==> src/design/tsr_pkg.sv <==
// Shared types and constants for the stream reassembler.
package tsr_pkg;

    // Fixed widths of the item fields.
    localparam int unsigned IDX_W   = 64;
    localparam int unsigned BYTE_W  = 8;
    localparam int unsigned COUNT_W = 7;

    // Input item codes.
    localparam logic [1:0] MODE_DATA = 2'd0;
    localparam logic [1:0] MODE_END  = 2'd1;
    localparam logic [1:0] MODE_FREE = 2'd2;

    typedef struct packed {
        logic [1:0]         mode;
        logic [IDX_W-1:0]   stream_index;
        logic [BYTE_W-1:0]  data_byte;
        logic               final_flag;
        logic [COUNT_W-1:0] free_count;
    } in_item_t;

    typedef struct packed {
        logic [BYTE_W-1:0]  out_byte;
        logic               byte_valid;
        logic               last_of_run;
        logic [COUNT_W-1:0] pending_count;
        logic               stream_closed;
    } out_item_t;

    typedef enum logic [2:0] {
        ST_IDLE,
        ST_DECODE,
        ST_INSERT,
        ST_SCAN,
        ST_CLOSE,
        ST_READ,
        ST_EMIT,
        ST_STATUS
    } state_t;

    typedef enum logic {
        ALU_ADD,
        ALU_SUB
    } alu_op_t;

    // Commands from the sequencer to the byte store.
    typedef struct packed {
        logic write;
        logic clear;
        logic read;
    } store_cmd_t;

endpackage

==> src/design/tsr_alu.sv <==
// Shared 64-bit adder/subtractor used by the sequencer for every index calculation.
module tsr_alu
(
    input  tsr_pkg::alu_op_t               op,
    input  logic [tsr_pkg::IDX_W-1:0]      a,
    input  logic [tsr_pkg::IDX_W-1:0]      b,
    output logic [tsr_pkg::IDX_W-1:0]      sum
);

    logic [tsr_pkg::IDX_W-1:0] b_eff;

    // Subtraction is addition of the inverted operand with a carry in.
    assign b_eff = (op == tsr_pkg::ALU_SUB) ? ~b : b;
    assign sum   = a + b_eff + tsr_pkg::IDX_W'(op == tsr_pkg::ALU_SUB);

endmodule

==> src/design/tsr_store.sv <==
// Ring store of stream bytes with a valid bit per slot.
module tsr_store
#(
    parameter int unsigned DEPTH = 64
)
(
    input  logic                        clk,
    input  logic                        rst_n,
    input  tsr_pkg::store_cmd_t         cmd,
    input  logic [$clog2(DEPTH)-1:0]    wr_addr,
    input  logic [tsr_pkg::BYTE_W-1:0]  wr_data,
    input  logic [$clog2(DEPTH)-1:0]    clr_addr,
    input  logic [$clog2(DEPTH)-1:0]    rd_addr,
    input  logic [$clog2(DEPTH)-1:0]    look_a_addr,
    input  logic [$clog2(DEPTH)-1:0]    look_b_addr,
    output logic [tsr_pkg::BYTE_W-1:0]  rd_data,
    output logic                        look_a,
    output logic                        look_b
);

    logic [tsr_pkg::BYTE_W-1:0] mem [DEPTH];
    logic [DEPTH-1:0]           valid_reg;
    logic [tsr_pkg::BYTE_W-1:0] rd_data_reg;

    // Byte memory: one write port, one registered read port.
    always_ff @(posedge clk)
    begin
        if (cmd.write)
        begin
            mem[wr_addr] <= wr_data;
        end
        if (cmd.read)
        begin
            rd_data_reg <= mem[rd_addr];
        end
    end

    // Valid bits are set on a write and cleared when the byte drains.
    always_ff @(posedge clk or negedge rst_n)
    begin
        if (!rst_n)
        begin
            valid_reg <= '0;
        end
        else
        begin
            if (cmd.write)
            begin
                valid_reg[wr_addr] <= 1'b1;
            end
            if (cmd.clear)
            begin
                valid_reg[clr_addr] <= 1'b0;
            end
        end
    end

    assign rd_data = rd_data_reg;
    assign look_a  = valid_reg[look_a_addr];
    assign look_b  = valid_reg[look_b_addr];

endmodule

==> src/design/tcp_stream_reassembler.sv <==
// Top level of the stream reassembler: sequencer, window state and output register.
//
// Reassembles a byte stream from bytes that arrive in any order, each tagged with its
// absolute stream index, in a ring of BUFFER_DEPTH slots. The block handles one item
// at a time and holds item_ready low while it works. An end marker, a space-freed item
// or an unused mode code passes through decode and close before its status result; a
// data byte also passes through insert, whether it is dropped or stored, and a stored
// byte also scans. A data byte that releases n contiguous bytes gives n results, one
// per released byte. The scan tests the valid bits at one slot per cycle, and each
// released byte then takes a read of the byte memory's one read port and a 64-bit
// stream count update on the one shared adder. item_ready returns in the cycle after
// the last result is loaded. A result can wait in the output register while the
// sequencer prepares the next one; only a result that is ready to load while the
// register is still full adds stall cycles.
module tcp_stream_reassembler
#(
    parameter int unsigned BUFFER_DEPTH = 64
)
(
    input  logic               clk,
    input  logic               rst_n,
    input  logic               item_valid,
    output logic               item_ready,
    input  tsr_pkg::in_item_t  item,
    output logic               result_valid,
    input  logic               result_ready,
    output tsr_pkg::out_item_t result
);

    localparam int unsigned AW = $clog2(BUFFER_DEPTH);
    localparam int unsigned CW = $clog2(BUFFER_DEPTH + 1);
    localparam int unsigned SW = AW + 1;

    tsr_pkg::state_t            state_reg, state_next;
    tsr_pkg::in_item_t          item_reg, item_next;
    logic [tsr_pkg::IDX_W-1:0]  off_reg, off_next;
    logic [tsr_pkg::IDX_W-1:0]  pushed_reg, pushed_next;
    logic [tsr_pkg::IDX_W-1:0]  end_reg, end_next;
    logic                       end_known_reg, end_known_next;
    logic [CW-1:0]              used_reg, used_next;
    logic [CW-1:0]              pending_reg, pending_next;
    logic                       closed_reg, closed_next;
    logic [AW-1:0]              head_reg, head_next;
    logic [AW-1:0]              scan_reg, scan_next;
    logic [CW-1:0]              cnt_reg, cnt_next;
    logic                       res_valid_reg, res_valid_next;
    tsr_pkg::out_item_t         res_reg, res_next;

    tsr_pkg::alu_op_t           alu_op;
    logic [tsr_pkg::IDX_W-1:0]  alu_a;
    logic [tsr_pkg::IDX_W-1:0]  alu_b;
    logic [tsr_pkg::IDX_W-1:0]  alu_sum;

    tsr_pkg::store_cmd_t        store_cmd;
    logic [tsr_pkg::BYTE_W-1:0] rd_data;
    logic                       ins_was_valid;
    logic                       scan_valid;

    logic [CW-1:0]              avail;
    logic                       win_ok;
    logic [SW-1:0]              ins_sum;
    logic [AW-1:0]              ins_slot;
    logic                       load_ok;
    logic [CW-1:0]              pend_dec;

    // Wrap a slot pointer at the end of the ring.
    function automatic logic [AW-1:0] ptr_inc(input logic [AW-1:0] p);
        logic [AW-1:0] r;
        begin
            if (p == AW'(BUFFER_DEPTH - 1))
            begin
                r = '0;
            end
            else
            begin
                r = p + 1'b1;
            end
            return r;
        end
    endfunction

    tsr_alu u_alu
    (
        .op  (alu_op),
        .a   (alu_a),
        .b   (alu_b),
        .sum (alu_sum)
    );

    tsr_store #(
        .DEPTH (BUFFER_DEPTH)
    ) u_store (
        .clk         (clk),
        .rst_n       (rst_n),
        .cmd         (store_cmd),
        .wr_addr     (ins_slot),
        .wr_data     (item_reg.data_byte),
        .clr_addr    (head_reg),
        .rd_addr     (head_reg),
        .look_a_addr (ins_slot),
        .look_b_addr (scan_reg),
        .rd_data     (rd_data),
        .look_a      (ins_was_valid),
        .look_b      (scan_valid)
    );

    // Window test and slot of the incoming byte; the offset is below the depth here.
    assign avail    = CW'(BUFFER_DEPTH) - used_reg;
    assign win_ok   = !closed_reg && (avail != '0)
                      && (off_reg[tsr_pkg::IDX_W-1:CW] == '0)
                      && (off_reg[CW-1:0] < avail);
    assign ins_sum  = SW'(head_reg) + SW'(off_reg[CW-1:0]);
    assign ins_slot = (ins_sum >= SW'(BUFFER_DEPTH)) ? AW'(ins_sum - SW'(BUFFER_DEPTH))
                                                     : AW'(ins_sum);
    assign load_ok  = !res_valid_reg || result_ready;
    assign pend_dec = (pending_reg != '0) ? pending_reg - 1'b1 : pending_reg;

    // Next state of the sequencer.
    always_comb
    begin
        state_next = state_reg;
        unique case (state_reg)
            tsr_pkg::ST_IDLE:
            begin
                if (item_valid)
                begin
                    state_next = tsr_pkg::ST_DECODE;
                end
            end
            tsr_pkg::ST_DECODE:
            begin
                if (item_reg.mode == tsr_pkg::MODE_DATA)
                begin
                    state_next = tsr_pkg::ST_INSERT;
                end
                else
                begin
                    state_next = tsr_pkg::ST_CLOSE;
                end
            end
            tsr_pkg::ST_INSERT:
            begin
                state_next = win_ok ? tsr_pkg::ST_SCAN : tsr_pkg::ST_CLOSE;
            end
            tsr_pkg::ST_SCAN:
            begin
                if (!(scan_valid && (cnt_reg < CW'(BUFFER_DEPTH))))
                begin
                    state_next = tsr_pkg::ST_CLOSE;
                end
            end
            tsr_pkg::ST_CLOSE:
            begin
                state_next = (cnt_reg != '0) ? tsr_pkg::ST_READ : tsr_pkg::ST_STATUS;
            end
            tsr_pkg::ST_READ:
            begin
                state_next = tsr_pkg::ST_EMIT;
            end
            tsr_pkg::ST_EMIT:
            begin
                if (load_ok)
                begin
                    state_next = (cnt_reg == CW'(1)) ? tsr_pkg::ST_IDLE : tsr_pkg::ST_READ;
                end
            end
            tsr_pkg::ST_STATUS:
            begin
                if (load_ok)
                begin
                    state_next = tsr_pkg::ST_IDLE;
                end
            end
            default:
            begin
                state_next = tsr_pkg::ST_IDLE;
            end
        endcase
    end

    // Sequencer outputs: shared adder operands and store commands.
    always_comb
    begin
        item_ready = 1'b0;
        alu_op     = tsr_pkg::ALU_SUB;
        alu_a      = item_reg.stream_index;
        alu_b      = pushed_reg;
        store_cmd  = '0;
        unique case (state_reg)
            tsr_pkg::ST_IDLE:
            begin
                item_ready = 1'b1;
            end
            tsr_pkg::ST_DECODE:
            begin
                // Offset of the byte from the stream head.
                alu_op = tsr_pkg::ALU_SUB;
                alu_a  = item_reg.stream_index;
                alu_b  = pushed_reg;
            end
            tsr_pkg::ST_INSERT:
            begin
                // End position one past a final byte.
                alu_op          = tsr_pkg::ALU_ADD;
                alu_a           = item_reg.stream_index;
                alu_b           = tsr_pkg::IDX_W'(1);
                store_cmd.write = win_ok;
            end
            tsr_pkg::ST_CLOSE:
            begin
                // Distance from the head to the end position.
                alu_op = tsr_pkg::ALU_SUB;
                alu_a  = end_reg;
                alu_b  = pushed_reg;
            end
            tsr_pkg::ST_READ:
            begin
                store_cmd.read = 1'b1;
            end
            tsr_pkg::ST_EMIT:
            begin
                alu_op          = tsr_pkg::ALU_ADD;
                alu_a           = pushed_reg;
                alu_b           = tsr_pkg::IDX_W'(1);
                store_cmd.clear = load_ok;
            end
            default:
            begin
                item_ready = 1'b0;
            end
        endcase
    end

    // Datapath register updates.
    always_comb
    begin
        item_next      = item_reg;
        off_next       = off_reg;
        pushed_next    = pushed_reg;
        end_next       = end_reg;
        end_known_next = end_known_reg;
        used_next      = used_reg;
        pending_next   = pending_reg;
        closed_next    = closed_reg;
        head_next      = head_reg;
        scan_next      = scan_reg;
        cnt_next       = cnt_reg;
        res_next       = res_reg;
        res_valid_next = res_valid_reg;

        if (res_valid_reg && result_ready)
        begin
            res_valid_next = 1'b0;
        end

        unique case (state_reg)
            tsr_pkg::ST_IDLE:
            begin
                if (item_valid)
                begin
                    item_next = item;
                    cnt_next  = '0;
                end
            end
            tsr_pkg::ST_DECODE:
            begin
                off_next = alu_sum;
                if (item_reg.mode == tsr_pkg::MODE_END)
                begin
                    if (!end_known_reg)
                    begin
                        end_next       = item_reg.stream_index;
                        end_known_next = 1'b1;
                    end
                end
                else if (item_reg.mode == tsr_pkg::MODE_FREE)
                begin
                    // Space freed downstream; the count saturates at zero.
                    if (item_reg.free_count >= tsr_pkg::COUNT_W'(used_reg))
                    begin
                        used_next = '0;
                    end
                    else
                    begin
                        used_next = used_reg - CW'(item_reg.free_count);
                    end
                end
            end
            tsr_pkg::ST_INSERT:
            begin
                scan_next = head_reg;
                if (win_ok)
                begin
                    if (item_reg.final_flag && !end_known_reg)
                    begin
                        end_next       = alu_sum;
                        end_known_next = 1'b1;
                    end
                    if (!ins_was_valid)
                    begin
                        pending_next = pending_reg + 1'b1;
                    end
                end
            end
            tsr_pkg::ST_SCAN:
            begin
                // Count the contiguous run of stored bytes from the head.
                if (scan_valid && (cnt_reg < CW'(BUFFER_DEPTH)))
                begin
                    cnt_next  = cnt_reg + 1'b1;
                    scan_next = ptr_inc(scan_reg);
                end
            end
            tsr_pkg::ST_CLOSE:
            begin
                // The stream closes if the head reaches the end after this run drains.
                if (end_known_reg && (alu_sum == tsr_pkg::IDX_W'(cnt_reg)))
                begin
                    closed_next = 1'b1;
                end
            end
            tsr_pkg::ST_EMIT:
            begin
                if (load_ok)
                begin
                    res_next.out_byte      = rd_data;
                    res_next.byte_valid    = 1'b1;
                    res_next.last_of_run   = (cnt_reg == CW'(1));
                    res_next.pending_count = tsr_pkg::COUNT_W'(pend_dec);
                    res_next.stream_closed = closed_reg;
                    res_valid_next         = 1'b1;
                    pending_next           = pend_dec;
                    pushed_next            = alu_sum;
                    head_next              = ptr_inc(head_reg);
                    cnt_next               = cnt_reg - 1'b1;
                    if (used_reg < CW'(BUFFER_DEPTH))
                    begin
                        used_next = used_reg + 1'b1;
                    end
                end
            end
            tsr_pkg::ST_STATUS:
            begin
                if (load_ok)
                begin
                    res_next.out_byte      = '0;
                    res_next.byte_valid    = 1'b0;
                    res_next.last_of_run   = 1'b1;
                    res_next.pending_count = tsr_pkg::COUNT_W'(pending_reg);
                    res_next.stream_closed = closed_reg;
                    res_valid_next         = 1'b1;
                end
            end
            default:
            begin
                cnt_next = cnt_reg;
            end
        endcase
    end

    // Control and stream state.
    always_ff @(posedge clk or negedge rst_n)
    begin
        if (!rst_n)
        begin
            state_reg     <= tsr_pkg::ST_IDLE;
            pushed_reg    <= '0;
            end_reg       <= '0;
            end_known_reg <= 1'b0;
            used_reg      <= '0;
            pending_reg   <= '0;
            closed_reg    <= 1'b0;
            head_reg      <= '0;
            scan_reg      <= '0;
            cnt_reg       <= '0;
            res_valid_reg <= 1'b0;
        end
        else
        begin
            state_reg     <= state_next;
            pushed_reg    <= pushed_next;
            end_reg       <= end_next;
            end_known_reg <= end_known_next;
            used_reg      <= used_next;
            pending_reg   <= pending_next;
            closed_reg    <= closed_next;
            head_reg      <= head_next;
            scan_reg      <= scan_next;
            cnt_reg       <= cnt_next;
            res_valid_reg <= res_valid_next;
        end
    end

    // Payload registers.
    always_ff @(posedge clk)
    begin
        item_reg <= item_next;
        off_reg  <= off_next;
        res_reg  <= res_next;
    end

    assign result_valid = res_valid_reg;
    assign result       = res_reg;

endmodule
==> config.mk <==
export PLATFORM = sky130hd
export DESIGN_NAME = tcp_stream_reassembler
export DESIGN_NICKNAME = d
export VERILOG_FILES = /design/src/design/tsr_pkg.sv /design/src/design/tsr_alu.sv /design/src/design/tsr_store.sv /design/src/design/tcp_stream_reassembler.sv
export SDC_FILE = /design/constraint.sdc
export NUM_CORES = 2
export LEC_CHECK = 0
export BUFFER_PORTS_ARGS = -buffer_cell sky130_fd_sc_hd__buf_2
export CAP_MARGIN = 15
export CORE_UTILIZATION = 63
export DETAILED_ROUTE_END_ITERATION = 8
export PLACE_DENSITY = 0.8
export SETUP_SLACK_MARGIN = 0.3
export SLEW_MARGIN = 0
export SYNTH_ARGS = -nofsm -noshare
export SYNTH_HDL_FRONTEND = slang
export SYNTH_SLANG_ARGS = --single-unit
==> constraint.sdc <==
create_clock -name clk -period 7.1 [get_ports clk]
set_clock_uncertainty 0.1 [all_clocks]
set_input_delay 1.42 -clock clk [delete_from_list [all_inputs] [get_ports clk]]
set_output_delay 1.42 -clock clk [all_outputs]
set_load 0.02 [all_outputs]
==> results.json <==
{
  "dpl.hpwl_um": 78400,
  "status": "finished clean",
  "worst_ep_arrival_time_ps": 6960,
  "first_global_vias": 30200,
  "drc": 0,
  "synthFlopType": "edfxtp_1",
  "syn_inst": 3537,
  "ys_warn_count": 0,
  "avgSynthCellArea_um2": 12.0,
  "grt_max_degree": 144,
  "cp_max_fo": 28,
  "dieArea_um2": 68400,
  "root_buffer": "clkbuf_16",
  "antenna_found_initial": 2,
  "final_cell_mix": "684 x edfxtp_1, 400 x nand2_1, 275 x nor2_1",
  "required_ps": 7570,
  "cts_setup_buffers": 0,
  "worst_setup_path_end_kind": "flip-flop",
  "wl_um": 122000,
  "synth_fp_nets": 3717,
  "finalHoldViolCount": 0,
  "dr.pass1.iters": 6,
  "synth.distinct_cells": 89,
  "clock.fmax_mhz": 154,
  "holdWs_ps": 382,
  "crit_path_start_kind": "flip-flop",
  "setup_viol": 0,
  "ys_seq_elements": 915,
  "min_period_ps": 6490,
  "cts-buffers-inserted": 90,
  "htreeDepth": 3,
  "ant_nets": 0,
  "dieWidth_um": 261,
  "track_usage_pct": 35.6,
  "synthesis.area_um2": 42400,
  "drt-wirelength-per-cell_um": 27.0,
  "path_clk_slew_ps": 60,
  "largest_reg_flops": 512,
  "cts_tree": "done",
  "fin_nets": 3753,
  "place.gp.congestion": 1.04,
  "drtIter0Drc": 4317,
  "slew_headroom_pct": 22.2,
  "numPortBuffers": 105,
  "grt_first_pass_wirelength_um": 182000,
  "async_reset_ff_share_pct": 25.2,
  "initial_core_util_pct": 64.1,
  "final_common_cell": "edfxtp_1",
  "critical_path_class": "flip-flop to flip-flop",
  "cts_sinks": 915,
  "rows": 94,
  "areaGrowthSynthToFinish_pct": 10.2,
  "cts_buffer_depth": 3,
  "drive_above_1_share_pct": 10.2,
  "ios": 106,
  "grt.overflow.total": 0,
  "holdCritPathClass": "flip-flop to flip-flop",
  "viasPerCell": 6.98,
  "coreArea_um2": 66200,
  "tightestPinTransition_ps": 1160,
  "synth_seq_area_share_pct": 62.0,
  "layout_worst_path_cycle_share_pct": 91.4,
  "synth_edf_count": 684,
  "maxCapViolations": 0,
  "rsz0062_at_grt": "no",
  "die_y_um": 261,
  "tns_ps": 0,
  "drv_slew": 0,
  "clk_latency_ps": 670,
  "vias": 31500
}
==> per-layer routing <==
metal / global-route usage (%) / up-vias / wire length (um)
met2: 52.9 / 2129 / 54300
met3: 7.98 / 316 / 14200
met5: 0 / - / 11
li1: - / 13500 / -
met1: 51.4 / 15500 / 49200
met4: 13.9 / 2 / 4170
==> final timing paths <==
check | end | cells after the start | start | slack, ps
worst min register to register | end_reg[12]$_DFFE_PN0P_ | 2 | end_reg[12]$_DFFE_PN0P_ | 380
worst min-delay path | end_reg[12]$_DFFE_PN0P_ | 2 | end_reg[12]$_DFFE_PN0P_ | 380
worst max register to register | closed_reg$_DFFE_PN0P_ | 16 | state_reg[1]$_DFFE_PN0P_ | 610
min in group asynchronous | used_reg[2]$_DFFE_PN0P_ | 1 | rst_n | 650
worst max-delay path | closed_reg$_DFFE_PN0P_ | 16 | state_reg[1]$_DFFE_PN0P_ | 610
max in group asynchronous | end_reg[62]$_DFFE_PN0P_ | 2 | rst_n | 4800
==> worst max-delay path, cell delays in order (launching register included) <==
cell	delay, ps
dfrtp_4	570
buf_4	510
mux2i_1	230
o21ai_0	90
ha_1	380
and2_1	270
a211oi_2	140
o31ai_1	510
o211ai_2	180
o41ai_1	620
xor2_1	240
or4_1	530
or4_1	540
nor4_1	430
nand4_1	260
or4_1	580
o31ai_2	180
==> timing repair <==
action | in CTS | in global routing
gates resized for setup | 0 | 1
setup endpoints to repair | 0 | 1
hold buffers | 0 | 0
==> cells in the mapped netlist (8+ instances only) <==
master | number | area, um2
a211oi_1 | 12 | 90.1
a21o_1 | 23 | 173
a21oi_1 | 195 | 976
a221oi_1 | 53 | 464
a22o_1 | 53 | 464
a22oi_1 | 185 | 1390
a2bb2oi_1 | 31 | 272
a31oi_1 | 40 | 250
and2_1 | 22 | 138
and3_1 | 11 | 68.8
buf_1 | 23 | 86.3
buf_2 | 9 | 45.0
clkbuf_1 | 182 | 683
dfrtp_1 | 231 | 5780
edfxtp_1 | 684 | 20500
ha_1 | 91 | 1140
inv_1 | 69 | 259
mux2i_1 | 133 | 1330
mux4_2 | 21 | 473
nand2_1 | 401 | 1510
nand2b_1 | 10 | 62.6
nand3_1 | 50 | 250
nand4_1 | 68 | 425
nor2_1 | 278 | 1040
nor2b_1 | 10 | 62.6
nor3_1 | 36 | 180
nor3b_1 | 9 | 67.6
nor4_1 | 33 | 206
o211ai_1 | 22 | 165
o21a_1 | 9 | 67.6
o21ai_0 | 268 | 1340
o21bai_1 | 12 | 90.1
o22a_1 | 33 | 289
o22ai_1 | 8 | 50.1
o31ai_1 | 8 | 60.1
or3_1 | 11 | 68.8
or4_1 | 8 | 60.1
xnor2_1 | 52 | 455
xor2_1 | 30 | 263
==> cell families after synthesis <==
kind of cell	synth area share [%]
adder cells (fa/ha/maj)	2.83
XOR/XNOR	1.80
multiplexers	4.33
AO/OA/AOI/OAI	15.9
flip-flops	62.0
AND/OR/NAND/NOR	10.4
buffers and inverters	2.66
==> metrics by stage <==
stage | setup slack [ps] | utilization, % | cells | instance area (um2)
global placement | 855 | 66.0 | 4342 | 43700
floorplan | 1470 | - | 3537 | 42400
finish | 609 | 70.6 | 4515 | 46700
global route | 315 | 70.6 | 4513 | 46700
detailed placement | 742 | 66.0 | 4343 | 43700
CTS | 730 | 70.5 | 4511 | 46700
==> final cells by class <==
type                            instances  area, um2
Antenna cell                            2       5.00
Fill cell                            4420      19500
Clock buffer                          120       2470
Timing Repair Buffer                  166       1020
Sequential cell                       915      26300
Clock inverter                         48        532
Multi-Input combinational cell       2331      15100
Inverter                               69        259
Tap cell                              864       1080
Power is not shown: default switching activity piles up to over one toggle a cycle in this logic, so the estimate is an artifact.
